--- config.mk ---
export PLATFORM = sky130hd
export DESIGN_NAME = dfatm_ram
export DESIGN_NICKNAME = d
export VERILOG_FILES = /design/src/rtl/dfatm_ram.sv
export SDC_FILE = /design/constraint.sdc
export NUM_CORES = 2
export LEC_CHECK = 0
export ABC_AREA = 0
export BUFFER_PORTS_ARGS = -buffer_cell sky130_fd_sc_hd__buf_2
export CAP_MARGIN = 30
export CORE_ASPECT_RATIO = 2
export CORE_MARGIN = 3
export CORE_UTILIZATION = 35
export DETAILED_ROUTE_END_ITERATION = 10
export HOLD_SLACK_MARGIN = 0.03
export PLACE_DENSITY = 0.49
export SETUP_SLACK_MARGIN = 0.5
export SYNTH_ARGS = -nofsm -noshare
export SYNTH_HDL_FRONTEND = slang
export SYNTH_SLANG_ARGS = --single-unit
--- constraint.sdc ---
create_clock -name i_clk -period 2.9 [get_ports i_clk]
set_clock_uncertainty 0.15 [all_clocks]
set_input_delay 0.29 -clock i_clk [delete_from_list [all_inputs] [get_ports i_clk]]
set_output_delay 0.29 -clock i_clk [all_outputs]
set_load 0.01 [all_outputs]
--- src/rtl/dfatm_ram.sv ---
module dfatm_ram #(
    parameter  int WIDTH = 9,
    parameter  int DEPTH = 256,
    localparam int AW    = (DEPTH > 1) ? $clog2(DEPTH) : 1
) (
    input  logic             i_clk,
    input  logic             i_wr_en,
    input  logic [AW-1:0]    i_wr_addr,
    input  logic [WIDTH-1:0] i_wr_data,
    input  logic             i_rd_en,
    input  logic [AW-1:0]    i_rd_addr,
    output logic [WIDTH-1:0] o_rd_data
);

    logic [WIDTH-1:0] r_mem [DEPTH];
    logic [WIDTH-1:0] r_rd_data;

    // Single write port
    always_ff @(posedge i_clk) begin
        if (i_wr_en) begin
            r_mem[i_wr_addr] <= i_wr_data;
        end
    end

    // Registered read port, holds when not enabled
    always_ff @(posedge i_clk) begin
        if (i_rd_en) begin
            r_rd_data <= r_mem[i_rd_addr];
        end
    end

    assign o_rd_data = r_rd_data;

endmodule

* Word-level counts from Yosys, hierarchy flattened
Memory sizes are Yosys's and may differ from the RTL's. A register that Yosys moved wholly into a read port is not among the register bits.
Index checks and enable logic that the tools add are counted.
** Word-level totals
- Register bits :: 0
- Latch bits :: 0
- RAM bits :: 2304
- ROM bits :: 0
- Input port bits :: 28
- Output and inout bits :: 9
- Memories :: 1
** Memories
- r_mem :: depth 256, bits a word 9, rd ports 1, clocked after memory_dff 1, write ports 1, line 15 : logic [WIDTH-1:0] r_mem [DEPTH];
** Operators by class
- Add/subtract/negate cells :: 0
- Multipliers :: 0
- Divide/modulo/power cells :: 0
- $lt $le $gt $ge :: 0
- Equal/unequal tests :: 0
- Shift-type cells :: 0
- Muxes and demuxes :: 2
- Bitwise logic cells :: 0
- Reductions and logical operators :: 0
** Operators by type and width (count)
- 1-bit 2-to-1 mux :: 2

* Logic depth before layout (Yosys ltp)
- Word-level depth :: 2
- Depth in mapped cells :: 11
- Depth with buffers taken out :: 6

* Least setup slack after synthesis
No wires, ideal clock.
- Path type :: input to register
- Start :: input port i_rd_addr[0]
- End :: register r_rd_data[7], in the netlist o_rd_data[7] (read register of r_mem) (data pin)
- Setup time :: 0.265 ns
- Data arrival time :: 1.988 ns
- Required time :: 2.485 ns
- Setup slack :: 0.498 ns
- Stages :: 9
- Path buffers :: 4
- Cells stage by stage :: buf_6 buf_12 buf_6 buf_6 mux4_2 a22oi_1 a21oi_1 nor4_1 nor3_1
** RTL lines
- start: declaration :: line 11 : input logic [AW-1:0] i_rd_addr,
- end: declaration :: line 16 : logic [WIDTH-1:0] r_rd_data;

==> out/results.txt <==
CTS Buf Count = 202
Hold/Removal Path Class = in -> reg
Highest-delay cell along the critical path = nor4_4
Number of global-route vias before repair = 48551
Via count = 45242
Crit path kind = reg -> reg
Seq/Total Area, Yosys = 77.7%
Fmax = 0.388 GHz
Max cap viols = 0
DP HPWL = 188 mm
Endpoints failing hold = 0
# setup viols final = 0
Final period util = 88.8%
Final instance area = 107000 um2
Power Density = 636 nW/um2
Num ports = 37
Max H-tree Level = 4
Distinct cells, synth = 56
Top cells by count, synth = edfxtp_1 (2313), mux4_2 (467), nor2_1 (305), mux2i_1 (177), a22oi_1 (174)
Root buf cell = clkbuf_16
Final nets = 5094
I/O Buffers = 36
Post-DRT Antenna Nets = 0
GRT Total Usage = 20.5%
Endpoint type of the worst setup path = flip-flop
Fill cells = 22117
FF+latch count, synth = 2313
Synth area leader = edfxtp_1
Pre-antenna DRT Iters = 7
RSZ-0062 raised after global routing = yes
Total gr overflow = 0
Pin count of the biggest net entering global routing = 108
Post-synthesis adder-cell area fraction = 0%
Cells along the critical path = mux4_2, a22oi_2, buf_4, a21oi_1, nor4_4, nor4_2
GP Congestion = 0.871
Main combinational cell family by area after synthesis = multiplexers
Leak = 0.0344 uW
Initial core utilization = 35.3%
Site row count = 261
Post-route setup slack = 0.324 ns
Most frequent cell after synthesis = edfxtp_1
Post-Syn Instances = 4237
Finished Core Util = 42.2%
Post-Synth XOR/XNOR Area = 0%
Via/cell ratio = 5.32
Ys async rst share = 0%
Detailed-route DRC error count = 0
Setup WS pre-CTS = -0.964 ns
Worst Setup Start Kind = flip-flop
Most used DFF post-synth = edfxtp_1
Simple-gate portion of the synthesized area = 2.50%
Initial drt markers = 3904
WL/cell = 31.7 um
Worst skew pair latency = 0.88 ns
Final min period = 2.58 ns
Worst Path Buf+Inv = 1
Layout cell share with drive strength beyond 1 = 33.5%
Arrival time at the worst endpoint = 3.02 ns
Mux contribution to synthesized area = 14.3%
R2R Setup Slk = 0.32 ns
Worst path depth = 6
CTS tree = yes
DIE AREA = 262000 um2
Max Slew Vio Count = 0
VDD IR max = 0.477 mV
Placed Instance Area = 99800 um2
Layout area overhead = 19.7%
Die height = 721 um
Worst R2R Path Depth = 6
Setup TNS = 0 ns
Worst-Margin Slew = 0.841 ns
Net Count, Synth = 4265
Max incr delay on CP = 0.59 ns
Die width = 363 um
Compound-Gate Fraction of Synth Area = 3.75%
CTS sink count = 2313
WP data required = 3.34 ns
Slew margin rel. = 43.9%
CP Max Fanout = 1
Clock-pin slew on the worst setup and hold paths = 0.07 ns
Post-Route WL = 269 mm
Cell count of the worst hold path = 5
Core Region = 253000 um2
First-pass GRT wire length = 377 mm
Number of flops mapped to enable cells by yosys = 2313
Initial antenna violation count = 18
Share of the synthesized area in the top cell type = 77.7%
Mean Syn Cell Area = 21.1 um2
Clock buffer depth = 4
Yosys warns = 0
Status = finished, final reports clean
Post-Syn Area = 89400 um2
Synth area leaders = edfxtp_1 (78%), mux4_2 (12%), mux2i_1 (2.0%), a22oi_1 (1.5%), nor2_1 (1.3%)
Top delay family on crit path = simple AND/OR/NAND/NOR gates
## report_power, final
group          switching (uW)  total (uW)  leakage [uW]  internal (uW)
Combinational            2650        4390        0.0105           1730
Clock                   12100       26800       0.00309          14700
Sequential               45.4       36900        0.0208          36800
Total                   14800       68100        0.0344          53200
## area by class of cell
cell class	count	area, um2	share of cell area, %
Timing Repair Buffer	884	8040	7.52
Sequential cell	2313	69500	64.9
Clock inverter	122	1130	1.06
Tap cell	3287	4110	3.84
Antenna cell	2	5.00	0.00468
Multi-Input combinational cell	1663	19100	17.8
Inverter	2	7.51	0.00702
Clock buffer	232	5190	4.85
## tightest hold or removal path, stage by stage
cell and delay, ns:
buf_2 0.22, nor2_4 0.06, nand3_1 0.12, nor2_1 0.05, buf_4 0.19
## state kept, by name, indices dropped and copies added (netlist names)
register	flops
r_mem	2304
o_rd_data	9
## through the flow
step	hold slack (ns)	power [uW]	cells
2_1_floorplan	0.239	39400	4237
3_3_place_gp	0.526	41900	8125
3_5_place_dp	0.539	41900	8130
4_1_cts	0.0320	68700	8502
5_1_grt	0.106	70000	8504
6_report	0.0958	68100	8505
## timing repair
item / 4_1_cts / 5_1_grt
pin swaps: 25 / 22
endpoints found under the setup margin: 9 / 65
hold buffers: 18 / 0
hold endpoints to repair: 1473 / 0
buffers inserted: 0 / 1
gates resized for setup: 95 / 42
## final timing paths
path                                start                 endpoint
setup / recovery   r_mem[43][5]$_DFFE_PP_   o_rd_data[5]$_DFFE_PP_
hold reg to reg   r_mem[193][4]$_DFFE_PP_   o_rd_data[4]$_DFFE_PP_
setup reg to reg   r_mem[43][5]$_DFFE_PP_   o_rd_data[5]$_DFFE_PP_
hold / removal               i_wr_addr[0]  r_mem[132][0]$_DFFE_PP_
## logic make-up after synthesis
group,Yosys count
mux,674
compound gates,489
buf+inv,261
flops,2313
simple gates,500
## routing by layer
metal  up-vias  track usage [%]  share of wire [%]
met5         -                0              0.031
met4        10             11.1                6.4
met1     24302             21.4                 34
met2      1106             39.6                 56
met3       449             2.24                3.4
li1      19375                -                  -
## layout by cell type (no fill, tap or decap), types with 42 or more instances in the layout
master	Yosys	final
buf_4	28	718
mux4_2	467	468
clkbuf_16	0	203
nor2_1	305	301
a22oi_1	174	144
mux2i_1	177	177
clkinv_2	0	42
clkinv_1	1	43
o22ai_1	65	64
edfxtp_1	2313	2313
buf_12	5	101
a21oi_1	98	84
No activity file was read; power rests on OpenSTA's default activity.
